==> src/rtl/core/sccr_pkg.sv <==
// ----------------------------------------------------------------------------
// sccr_pkg
// Shared types and constants for the sector cache tag and clock policy engine.
// ----------------------------------------------------------------------------
`default_nettype none

package sccr_pkg;

    // Request kinds
    localparam logic [1:0] KIND_READ  = 2'd0;
    localparam logic [1:0] KIND_WRITE = 2'd1;
    localparam logic [1:0] KIND_FLUSH = 2'd2;
    localparam logic [1:0] KIND_NONE  = 2'd3;

    localparam int unsigned TAG_W     = 32;
    localparam int unsigned SLOT_W    = 6;
    // A flush reports at most this many slots
    localparam int unsigned RES_LIMIT = 64;
    localparam int unsigned RCNT_W    = 7;

    // Sequencer states
    typedef enum logic [2:0] {
        ST_IDLE,
        ST_SEARCH,
        ST_SWEEP,
        ST_VREAD,
        ST_VFILL,
        ST_FLUSH,
        ST_FDONE
    } t_state;

    // Per-cycle status of the tag scan unit, aligned with the read data
    typedef struct packed {
        logic vld;     // read data belongs to a scanned slot
        logic last;    // that slot is the final one
        logic match;   // tag equals the compare key
    } t_scan;

endpackage

`default_nettype wire

==> src/rtl/core/sccr_ram.sv <==
// ----------------------------------------------------------------------------
// sccr_ram
// Generic simple dual-port RAM: one write port, one registered read port.
// ----------------------------------------------------------------------------
`default_nettype none

module sccr_ram #(
    parameter int unsigned WIDTH = 32,
    parameter int unsigned DEPTH = 64
) (
    input  wire logic                     i_clk,
    input  wire logic                     i_we,
    input  wire logic [$clog2(DEPTH)-1:0] i_waddr,
    input  wire logic [WIDTH-1:0]         i_wdata,
    input  wire logic [$clog2(DEPTH)-1:0] i_raddr,
    output logic      [WIDTH-1:0]         o_rdata
);

    logic [WIDTH-1:0] r_mem [DEPTH];

    // Write port and registered read
    always_ff @(posedge i_clk) begin
        if (i_we) begin
            r_mem[i_waddr] <= i_wdata;
        end
        o_rdata <= r_mem[i_raddr];
    end

endmodule

`default_nettype wire

==> src/rtl/core/sccr_scan.sv <==
// ----------------------------------------------------------------------------
// sccr_scan
// Tag scan unit: steps a read address over all slots, one per cycle, and
// compares each returned tag with the key. Shared by lookup and flush.
// ----------------------------------------------------------------------------
`default_nettype none

module sccr_scan #(
    parameter int unsigned NUM_SLOTS = 64
) (
    input  wire logic                         i_clk,
    input  wire logic                         i_rst_n,
    input  wire logic                         i_go,
    input  wire logic                         i_stop,
    input  wire logic [sccr_pkg::TAG_W-1:0]   i_rdata,
    input  wire logic [sccr_pkg::TAG_W-1:0]   i_key,
    output logic      [$clog2(NUM_SLOTS)-1:0] o_raddr,
    output logic      [$clog2(NUM_SLOTS)-1:0] o_idx,
    output sccr_pkg::t_scan                   o_scan
);

    localparam int unsigned IW = $clog2(NUM_SLOTS);
    localparam logic [IW-1:0] LAST_IDX = IW'(NUM_SLOTS - 1);

    logic          r_run,  n_run;
    logic [IW-1:0] r_cnt,  n_cnt;
    logic          r_pvld, n_pvld;
    logic          r_plast;
    logic [IW-1:0] r_pidx;

    // Address counter control
    always_comb begin
        n_run  = r_run;
        n_cnt  = r_cnt;
        n_pvld = r_run & ~i_stop;
        if (i_go) begin
            n_run = 1'b1;
            n_cnt = '0;
        end else if (i_stop) begin
            n_run = 1'b0;
        end else if (r_run) begin
            n_cnt = r_cnt + IW'(1);
            if (r_cnt == LAST_IDX) begin
                n_run = 1'b0;
            end
        end
    end

    always_ff @(posedge i_clk) begin
        if (!i_rst_n) begin
            r_run  <= 1'b0;
            r_cnt  <= '0;
            r_pvld <= 1'b0;
        end else begin
            r_run  <= n_run;
            r_cnt  <= n_cnt;
            r_pvld <= n_pvld;
        end
    end

    // Slot tag of the issued address follows in the next cycle
    always_ff @(posedge i_clk) begin
        r_pidx  <= r_cnt;
        r_plast <= (r_cnt == LAST_IDX);
    end

    assign o_raddr      = r_cnt;
    assign o_idx        = r_pidx;
    assign o_scan.vld   = r_pvld;
    assign o_scan.last  = r_plast;
    assign o_scan.match = (i_rdata == i_key);

endmodule

`default_nettype wire

==> src/rtl/core/sector_cache_clock_replacement_top.sv <==
// ----------------------------------------------------------------------------
// sector_cache_clock_replacement_top
// Tag and policy engine of a fully associative write-back sector cache with
// clock (second chance) replacement.
// ----------------------------------------------------------------------------
// Usage:
//   A request (i_kind, i_sector) is taken on a rising edge with start high
//   and busy low. Kinds: read, write, flush all dirty slots; the unused kind
//   is taken and ignored. Results appear on the o_ fields for exactly one
//   cycle with o_valid high; o_last marks the final result of a request.
//   The receiver cannot stall, so every result transfer completes in its
//   strobe cycle.
//   Lookup walks the tag RAM one slot per cycle through the shared scan unit
//   and returns on the first hit. A miss then runs the clock hand one slot
//   per cycle, reads the victim tag and refills it. A flush scans the slots
//   until the last one or the 64th dirty one and emits one result per dirty
//   slot, at most 64 per request, or a single result without writeback when
//   no slot is dirty. busy stays high from the transfer of a read, write or
//   flush request until its last result is strobed; one request is worked
//   at a time, set by the single tag RAM read port. Reset clears valid,
//   dirty and reference bits and the hand at once; no clearing pass is
//   needed, as tag RAM data is only used for valid slots.
// ----------------------------------------------------------------------------
`default_nettype none

module sector_cache_clock_replacement_top #(
    parameter int unsigned NUM_SLOTS = 64
) (
    input  wire logic                        i_clk,
    input  wire logic                        i_rst_n,
    input  wire logic                        start,
    output logic                             busy,
    input  wire logic [1:0]                  i_kind,
    input  wire logic [sccr_pkg::TAG_W-1:0]  i_sector,
    output logic                             o_valid,
    output logic                             o_hit,
    output logic      [sccr_pkg::SLOT_W-1:0] o_slot,
    output logic                             o_writeback_valid,
    output logic      [sccr_pkg::TAG_W-1:0]  o_writeback_sector,
    output logic                             o_fill_valid,
    output logic                             o_last
);

    localparam int unsigned IW = $clog2(NUM_SLOTS);
    localparam int unsigned SW = sccr_pkg::SLOT_W;
    localparam int unsigned TW = sccr_pkg::TAG_W;
    localparam int unsigned CW = sccr_pkg::RCNT_W;
    localparam logic [IW-1:0] LAST_IDX = IW'(NUM_SLOTS - 1);
    localparam logic [CW-1:0] LIM_M1   = CW'(sccr_pkg::RES_LIMIT - 1);

    sccr_pkg::t_state r_state, n_state;

    // Request and policy state
    logic [1:0]           r_kind,   n_kind;
    logic [TW-1:0]        r_sector, n_sector;
    logic [IW-1:0]        r_hand,   n_hand;
    logic [IW-1:0]        r_victim, n_victim;
    logic [NUM_SLOTS-1:0] r_valid,  n_valid;
    logic [NUM_SLOTS-1:0] r_dirty,  n_dirty;
    logic [NUM_SLOTS-1:0] r_ref,    n_ref;

    // Flush holding stage: one result held back so the final one gets last
    logic                 r_fhave,  n_fhave;
    logic [IW-1:0]        r_fidx,   n_fidx;
    logic [TW-1:0]        r_fsec,   n_fsec;
    logic [CW-1:0]        r_fcnt,   n_fcnt;

    // Result registers
    logic                 r_ovld,   n_ovld;
    logic                 r_ohit,   n_ohit;
    logic [IW-1:0]        r_oidx,   n_oidx;
    logic                 r_owbv,   n_owbv;
    logic [TW-1:0]        r_owbs,   n_owbs;
    logic                 r_ofill,  n_ofill;
    logic                 r_olast,  n_olast;

    // Scan unit and tag RAM
    logic                 w_go, w_stop, w_we;
    logic [IW-1:0]        w_scan_raddr, w_raddr, w_idx;
    logic [TW-1:0]        w_rdata;
    sccr_pkg::t_scan      w_scan;

    logic                 w_accept, w_hit, w_fcap, w_sweep_skip;
    logic [IW-1:0]        w_hand_next;
    logic [IW+SW-1:0]     w_slot_ext;

    sccr_scan #(
        .NUM_SLOTS (NUM_SLOTS)
    ) u_scan (
        .i_clk   (i_clk),
        .i_rst_n (i_rst_n),
        .i_go    (w_go),
        .i_stop  (w_stop),
        .i_rdata (w_rdata),
        .i_key   (r_sector),
        .o_raddr (w_scan_raddr),
        .o_idx   (w_idx),
        .o_scan  (w_scan)
    );

    sccr_ram #(
        .WIDTH (TW),
        .DEPTH (NUM_SLOTS)
    ) u_tags (
        .i_clk   (i_clk),
        .i_we    (w_we),
        .i_waddr (r_victim),
        .i_wdata (r_sector),
        .i_raddr (w_raddr),
        .o_rdata (w_rdata)
    );

    // Handshake and per-cycle decisions
    assign busy         = (r_state != sccr_pkg::ST_IDLE);
    assign w_accept     = start & ~busy;
    assign w_hit        = w_scan.vld & r_valid[w_idx] & w_scan.match;
    assign w_fcap       = w_scan.vld & r_valid[w_idx] & r_dirty[w_idx];
    assign w_sweep_skip = r_valid[r_hand] & r_ref[r_hand];
    assign w_hand_next  = (r_hand == LAST_IDX) ? '0 : r_hand + IW'(1);
    assign w_raddr      = (r_state == sccr_pkg::ST_VREAD) ? r_victim : w_scan_raddr;
    assign w_we         = (r_state == sccr_pkg::ST_VFILL);

    // Next state
    always_comb begin
        n_state = r_state;
        case (r_state)
            sccr_pkg::ST_IDLE: begin
                if (w_accept) begin
                    if (i_kind inside {sccr_pkg::KIND_READ, sccr_pkg::KIND_WRITE}) begin
                        n_state = sccr_pkg::ST_SEARCH;
                    end else if (i_kind == sccr_pkg::KIND_FLUSH) begin
                        n_state = sccr_pkg::ST_FLUSH;
                    end
                end
            end
            sccr_pkg::ST_SEARCH: begin
                if (w_hit) begin
                    n_state = sccr_pkg::ST_IDLE;
                end else if (w_scan.vld && w_scan.last) begin
                    n_state = sccr_pkg::ST_SWEEP;
                end
            end
            sccr_pkg::ST_SWEEP: begin
                if (!w_sweep_skip) begin
                    n_state = sccr_pkg::ST_VREAD;
                end
            end
            sccr_pkg::ST_VREAD: n_state = sccr_pkg::ST_VFILL;
            sccr_pkg::ST_VFILL: n_state = sccr_pkg::ST_IDLE;
            sccr_pkg::ST_FLUSH: begin
                if ((w_fcap && r_fcnt == LIM_M1) || (w_scan.vld && w_scan.last)) begin
                    n_state = sccr_pkg::ST_FDONE;
                end
            end
            sccr_pkg::ST_FDONE: n_state = sccr_pkg::ST_IDLE;
            default:            n_state = sccr_pkg::ST_IDLE;
        endcase
    end

    // State updates and results
    always_comb begin
        n_kind   = r_kind;
        n_sector = r_sector;
        n_hand   = r_hand;
        n_victim = r_victim;
        n_valid  = r_valid;
        n_dirty  = r_dirty;
        n_ref    = r_ref;
        n_fhave  = r_fhave;
        n_fidx   = r_fidx;
        n_fsec   = r_fsec;
        n_fcnt   = r_fcnt;
        n_ovld   = 1'b0;
        n_ohit   = 1'b0;
        n_oidx   = '0;
        n_owbv   = 1'b0;
        n_owbs   = '0;
        n_ofill  = 1'b0;
        n_olast  = 1'b0;
        w_go     = 1'b0;
        w_stop   = 1'b0;
        case (r_state)
            sccr_pkg::ST_IDLE: begin
                if (w_accept) begin
                    n_kind   = i_kind;
                    n_sector = i_sector;
                    n_fhave  = 1'b0;
                    n_fcnt   = '0;
                    w_go     = (i_kind != sccr_pkg::KIND_NONE);
                end
            end
            sccr_pkg::ST_SEARCH: begin
                if (w_hit) begin
                    w_stop       = 1'b1;
                    n_ref[w_idx] = 1'b1;
                    if (r_kind == sccr_pkg::KIND_WRITE) begin
                        n_dirty[w_idx] = 1'b1;
                    end
                    n_ovld  = 1'b1;
                    n_ohit  = 1'b1;
                    n_oidx  = w_idx;
                    n_olast = 1'b1;
                end
            end
            sccr_pkg::ST_SWEEP: begin
                // Second chance: clear set ref bit or pick victim; hand steps
                n_hand = w_hand_next;
                if (w_sweep_skip) begin
                    n_ref[r_hand] = 1'b0;
                end else begin
                    n_victim = r_hand;
                end
            end
            sccr_pkg::ST_VREAD: begin
                // victim tag read in flight
            end
            sccr_pkg::ST_VFILL: begin
                n_ovld  = 1'b1;
                n_oidx  = r_victim;
                n_owbv  = r_valid[r_victim] & r_dirty[r_victim];
                n_owbs  = (r_valid[r_victim] & r_dirty[r_victim]) ? w_rdata : '0;
                n_ofill = 1'b1;
                n_olast = 1'b1;
                n_valid[r_victim] = 1'b1;
                n_ref[r_victim]   = 1'b1;
                n_dirty[r_victim] = (r_kind == sccr_pkg::KIND_WRITE);
            end
            sccr_pkg::ST_FLUSH: begin
                if (w_fcap) begin
                    n_dirty[w_idx] = 1'b0;
                    if (r_fhave) begin
                        n_ovld = 1'b1;
                        n_oidx = r_fidx;
                        n_owbv = 1'b1;
                        n_owbs = r_fsec;
                    end
                    n_fhave = 1'b1;
                    n_fidx  = w_idx;
                    n_fsec  = w_rdata;
                    n_fcnt  = r_fcnt + CW'(1);
                    w_stop  = (r_fcnt == LIM_M1);
                end
            end
            sccr_pkg::ST_FDONE: begin
                n_ovld  = 1'b1;
                n_olast = 1'b1;
                if (r_fhave) begin
                    n_oidx = r_fidx;
                    n_owbv = 1'b1;
                    n_owbs = r_fsec;
                end
            end
            default: begin
            end
        endcase
    end

    // Control registers
    always_ff @(posedge i_clk) begin
        if (!i_rst_n) begin
            r_state <= sccr_pkg::ST_IDLE;
            r_hand  <= '0;
            r_valid <= '0;
            r_dirty <= '0;
            r_ref   <= '0;
            r_fhave <= 1'b0;
            r_fcnt  <= '0;
            r_ovld  <= 1'b0;
        end else begin
            r_state <= n_state;
            r_hand  <= n_hand;
            r_valid <= n_valid;
            r_dirty <= n_dirty;
            r_ref   <= n_ref;
            r_fhave <= n_fhave;
            r_fcnt  <= n_fcnt;
            r_ovld  <= n_ovld;
        end
    end

    // Payload registers
    always_ff @(posedge i_clk) begin
        r_kind   <= n_kind;
        r_sector <= n_sector;
        r_victim <= n_victim;
        r_fidx   <= n_fidx;
        r_fsec   <= n_fsec;
        r_ohit   <= n_ohit;
        r_oidx   <= n_oidx;
        r_owbv   <= n_owbv;
        r_owbs   <= n_owbs;
        r_ofill  <= n_ofill;
        r_olast  <= n_olast;
    end

    // Slot number is reported modulo 64
    assign w_slot_ext = {{SW{1'b0}}, r_oidx};

    assign o_valid            = r_ovld;
    assign o_hit              = r_ohit;
    assign o_slot             = w_slot_ext[SW-1:0];
    assign o_writeback_valid  = r_owbv;
    assign o_writeback_sector = r_owbs;
    assign o_fill_valid       = r_ofill;
    assign o_last             = r_olast;

endmodule

`default_nettype wire
==> config.mk <==
export PLATFORM = sky130hd
export DESIGN_NAME = sector_cache_clock_replacement_top
export DESIGN_NICKNAME = d
export VERILOG_FILES = /design/src/rtl/core/sccr_pkg.sv /design/src/rtl/core/sccr_ram.sv /design/src/rtl/core/sccr_scan.sv /design/src/rtl/core/sector_cache_clock_replacement_top.sv
export SDC_FILE = /design/constraint.sdc
export NUM_CORES = 2
export LEC_CHECK = 0
export ABC_CLOCK_PERIOD_IN_PS = 5200
export BUFFER_PORTS_ARGS = -buffer_cell sky130_fd_sc_hd__buf_2
export CORE_UTILIZATION = 53
export DETAILED_ROUTE_END_ITERATION = 7
export PLACE_DENSITY = 0.71
export SYNTH_ARGS = -nofsm -noshare
export SYNTH_HDL_FRONTEND = slang
export SYNTH_SLANG_ARGS = --single-unit
==> constraint.sdc <==
create_clock -name i_clk -period 5.2 [get_ports i_clk]
set_input_delay 0.26 -clock i_clk [delete_from_list [all_inputs] [get_ports i_clk]]
set_output_delay 0.26 -clock i_clk [all_outputs]
set_load 0.01 [all_outputs]
; Yosys cells after proc, flatten, opt, wreduce, memory -nomap -nowiden
; Memory sizes are Yosys's and may differ from the RTL's. A register that Yosys moved wholly into a read port is not among the register bits.
; Cells that the tools add are included.
[totals]
mem_count = 1
register_bits = 345
in_bits = 37
elab_cells = 165
ramBits = 2048
[classes]
n_bitwise = 19
muxes = 66
n_addsub = 3
eq_ne = 23
reduce_logical = 23
n_lt_le_gt_ge = 6
[memory_table]
columns = name, words, word_bits, read_ports, rd_ports_with_merged_regs, write_ports, line_no
row1 = u_tags.r_mem, 64, 32, 1, 1, 1, sccr_ram.sv:19  ; logic [WIDTH-1:0] r_mem [DEPTH];
[op_table]
columns = cell, n
row1 = $pmux 64 s3, 2
row2 = $mux 64, 5
row3 = $or 64x64->64, 4
row4 = $and 64x64->64, 2
row5 = $not 64->64, 2
row6 = $mux 32, 3
row7 = $pmux 32 s3, 1
row8 = $bwmux 64, 1
row9 = $bmux 1 s6, 6
row10 = $eq 32x32->1, 1
row11 = $mux 6, 5
row12 = $pmux 6 s4, 1
row13 = $mux 1, 23
row14 = $lt 6x7->1 const B, 3
row15 = $mux 3, 7
row16 = $demux 1 s6, 3
row17 = $ge 6x1->1 const B, 3
row18 = $ne 2x2->1 const B, 8
row19 = $pmux 3 s5, 1
row20 = $mux 7, 2
row21 = $pmux 7 s2, 1
row22 = $add 6x1->6 const B, 2
row23 = $eq 6x6->1 const B, 2
row24 = $eq 3x3->1 const B, 3
row25 = 22 further kinds, 49

; Longest topological paths before layout
[logic_depth]
depth_word = 8
depth_mapped = 14
ltp_nobuf = 11

; Hierarchy
; Synthesis repeated with hierarchy kept, for this count alone.
[hier_totals]
cells_unflattened = 5222
area_unflattened_um2 = 96063.4
[by_module_without_submodules]
columns = mod, seq_area_each_um2, area_each_um2, n_inst, cells_per_inst
row1 = sccr_ram, 62139.6, 78514.1, 1, 3324
row2 = sector_cache_clock_replacement_top, 7387.1, 16723.5, 1, 1813
row3 = sccr_scan, 300.3, 825.8, 1, 85

; Least setup slack after synthesis
; OpenSTA, ideal clock, no wires.
[synth_path]
path_type = flip-flop to flip-flop
start = reg r_state[1]
end = reg r_ref[21]
arrival_time_ns = 3.601
slack_ns = 1.513
t_required_ns = 5.114
stages_incl_launch_ff = 11
cell_sequence = dfxtp_1 -> clkinv_1 -> nand2_1 -> or2_2 -> inv_2 -> clkbuf_1 -> nand2_1 -> nor2_1 -> a21oi_1 -> o21ba_2 -> a211oi_1
[synth_between]
elab_chain_len = 3
[synth_rtl]
columns = element, line_no
row1 = start: declaration, sector_cache_clock_replacement_top.sv:51  ; sccr_pkg::t_state r_state, n_state;
row2 = start signal: assignment, sector_cache_clock_replacement_top.sv:261  ; r_state <= sccr_pkg::ST_IDLE;
row3 = start signal: assignment, sector_cache_clock_replacement_top.sv:270  ; r_state <= n_state;
row4 = $eq 3x2->1 (tied with other cells), sector_cache_clock_replacement_top.sv:182  ; case (r_state)
row5 = $ne 2x2->1 (no source line) / $reduce_bool 3->1 (equally long branches), --
row6 = $reduce_and 3->1 (no source line), --
row7 = end signal: assignment, sector_cache_clock_replacement_top.sv:274  ; r_ref <= n_ref;
row8 = end: declaration, sector_cache_clock_replacement_top.sv:60  ; logic [NUM_SLOTS-1:0] r_ref, n_ref;
; Parallel ways exist; a longest one is shown, timed or not.
; A chain may end at the register's enable or synchronous reset.

; Final worst setup path
[layout_path]
start = reg u_tags.o_rdata[4], read port of u_tags.r_mem
end = reg r_ref[15]
[layout_between]
elab_chain_len = 4
[layout_rtl]
columns = element, line_no
row1 = start: declaration, sccr_ram.sv:16  ; output logic [WIDTH-1:0] o_rdata
row2 = $eq 32x32->1, sccr_scan.sv:71  ; assign o_scan.match = (i_rdata == i_key);
row3 = $and 1x1->1, sector_cache_clock_replacement_top.sv:116  ; assign w_hit = w_scan.vld & r_valid[w_idx] & w_scan.match;
row4 = $ne 2x2->1 (no source line), --
row5 = $reduce_and 3->1 (no source line), --
; No other way between the ends.

==> results.toml <==
[power_and_ir_drop]
powerDensity_nw_per_um2 = 358
p_leak_uw = 0.0350
fin_total_pwr_uw = 39100
ir_drop_uv = 326

[worst_setup_path]
path_max_fanout = 27
cp.required_ns = 5.88
endpoint_kind = "flop"
critical_path_class = "flop to flop"
worst-endpoint-arrival_ns = 5.09
crit_path_start_kind = "flop"

[detailed_routing]
vias_per_cell = 6.86
remaining_drc_errors = 0
dr.first_iter.drc_count = 8459
vias = 57005
wire_per_inst_um = 35.3
ant_nets = 0
firstDrtPassIters = 6
wl_um = 293000

[logic_synthesis]
synth_area_leaders = "edfxtp_1, mux4_2, dfxtp_1"
synth_top_cell_by_area = "edfxtp_1"
ys_ff_latch = 2425
synth_edf_count = 2126
synthesis.nets = 5553
yosys-top-cells-count = "edfxtp_1, mux4_2, nand2_1"
synthMostInstantiatedCell = "edfxtp_1"
ys.flop_type = "edfxtp_1"
postSynthAreaPerCell_um2 = 17.6
synth.distinct_cells = 85
synthCells = 5513
synth_area_um2 = 96800
ys_warn_count = 0
synth_top_area_share_pct = 65.9
synth_seq_area_share_pct = 72.1
async_flop_share_pct = 0

[sta]
fin_crit_sh_pct = 84.9
max-slew-margin-rel_pct = 12.0
min_period_ns = 4.42
rsz0062_at_grt = "false"
tns_ns = 0
hold_viol_final = 0
fmax_mhz = 226
finalClockSkew_ns = 0.0457
final_max_slew_viol_count = 0
max_slew.worst_pin.slew_ns = 1.32
finalSetupViolCount = 0

[cells_and_area]
drive_gt1_share_pct = 23.2
area_growth_pct = 12.7
final_cells = 8310
nNetsFinal = 5777

[cts]
htreeDepth = 4
path_clk_slew_ns = 0.07
insertion_delay_ns = 0.89
cts_tree = "yes"
numClockSinks = 2425
clockBufferDepth = 3
clockRootBuffer = "clkbuf_16"
numCtsBuffers = 228

[hold_path]
min_path_type = "primary input to flop"

[placement]
dp.cells = 7840
place_congestion = 1.02
hpwl_um = 169000
io_buffers = 80

[global_routing]
grt_pass1_vias = 55485
grt_overflow_total = 0
grt_pass1_wl_um = 413000
grt_max_degree = 97
antenna_found_initial = 11
grt_usage_pct = 31.8

[floorplan]
io_pins = 81
core_um2 = 181000
die_y_um = 429
initial_core_util_pct = 53.4
dieArea_um2 = 184000
die_x_um = 429
rows = 156

[status]
status = "finished clean"

[flow_run]
max_cap_violations = 0
[sequential cells by signal, indices dropped and copies added (netlist names), 2 cells and up]
signal and flops:
r_valid 64, o_writeback_sector 32, r_fcnt 7, u_tags.r_mem 2048, r_victim 6, r_kind 2
r_sector 32, u_scan.o_idx 6, r_fidx 6, u_tags.o_rdata 32, r_hand 6, o_slot 6
r_ref 64, r_dirty 64, r_state 3, r_fsec 32, u_scan.o_raddr 6
[area by class of cell]
cell class | instances | area (um2)
Antenna cell | 4 | 10.0
Fill cell | 12907 | 72100
Sequential cell | 2425 | 69800
Inverter | 35 | 131
Clock inverter | 124 | 1020
Multi-Input combinational cell | 2673 | 25900
Clock buffer | 305 | 6230
Timing Repair Buffer | 374 | 3040
Tap cell | 2370 | 2970
[worst max-delay path, stage by stage (launching register included)]
cell	delay, ns
dfxtp_1	0.79
xnor2_1	0.20
nand4_1	0.13
nor4_2	0.95
nand3_1	0.44
a211oi_2	0.68
nor2_2	0.22
buf_4	0.30
nand2_1	0.32
a311oi_1	0.16
[power by group]
| group | total, uW | leakage [uW] | internal (uW) | switching (uW) |
|---|---|---|---|---|
| Clock | 16100 | 0.00353 | 8760 | 7300 |
| Sequential | 21400 | 0.0215 | 21300 | 130 |
| Combinational | 1560 | 0.00991 | 581 | 978 |
[kinds of logic (layout without fill, tap and decap cells)]
kind of cell	count (synthesis)	in the layout	synth area share (%)
buffers and inverters	415	838	1.86
adders and majority gates	3	3	0.0388
AOI/OAI and AO/OA	917	917	6.52
DFF	2425	2425	72.1
and+or+nand+nor	1018	1018	4.83
other	0	4	0
xor gates and xnor gates	35	35	0.317
muxes	700	700	14.3
[cell usage in the layout (no fill, tap or decap), types with 13 or more instances in the layout]
master / netlist / layout
a31oi_1: 81 / 81
dfxtp_1: 299 / 297
o22ai_1: 158 / 158
a311oi_1: 14 / 14
nand3_1: 20 / 20
clkbuf_16: 0 / 232
buf_12: 0 / 27
buf_2: 132 / 79
clkbuf_8: 0 / 15
xnor2_1: 33 / 33
edfxtp_1: 2126 / 2126
o211ai_1: 17 / 17
clkinv_2: 0 / 43
nand2b_1: 21 / 21
a22o_1: 41 / 41
dlygate4sd3_1: 0 / 37
o311ai_0: 13 / 13
buf_4: 13 / 231
clkbuf_1: 212 / 58
and2_1: 106 / 105
nor2_4: 0 / 66
a211oi_1: 133 / 133
nand3b_1: 19 / 19
mux2_2: 50 / 49
nor2_1: 284 / 218
mux2i_1: 108 / 104
and3_1: 46 / 46
a21oi_1: 170 / 169
inv_1: 31 / 29
nor3_1: 17 / 14
nand2_1: 426 / 426
mux4_2: 542 / 542
a221o_1: 37 / 37
o32ai_1: 36 / 33
a22oi_1: 61 / 61
o21ai_0: 70 / 70
clkinv_1: 2 / 44
[layer usage]
layer | track usage [%] | vias to the layer above | wire [um]
met5 | 0 | - | 9
met4 | 18.4 | 2 | 19800
met3 | 6.69 | 802 | 31700
met2 | 48.8 | 3939 | 136000
met1 | 42.4 | 29463 | 106000
li1 | - | 22799 | -
[stage by stage]
step	util, %	worst slack [ns]	hold slack (ns)	cell area (um2)
final	60.2	0.784	0.0860	109000
after global routing	60.2	0.865	0.0552	109000
after CTS	60.2	1.01	0.00835	109000
after detailed placement	56.0	1.06	0.430	101000
after global placement	56.0	0.538	0.433	101000
after floorplan	-	1.51	0.359	96800
[path summary, 6_finish.rpt]
| kind | start | to | slack [ns] | depth (start not counted) |
|---|---|---|---|---|
| worst max register to register | u_tags.o_rdata[4] | r_ref[15] | 0.78 | 9 |
| worst min register to register | r_fidx[0] | o_slot[0] | 0.44 | 1 |
| worst min-delay path | i_sector[2] | r_sector[2] | 0.09 | 2 |
| worst max-delay path | u_tags.o_rdata[4] | r_ref[15] | 0.78 | 9 |
[what timing repair did]
action / in CTS / in global routing
endpoints found under the hold margin: 67 / 0
setup buffers: 0 / 0
gates resized for setup: 0 / 0
hold buffers: 37 / 0
setup endpoints to repair: 0 / 0
Power figures use the tool's default switching activity.
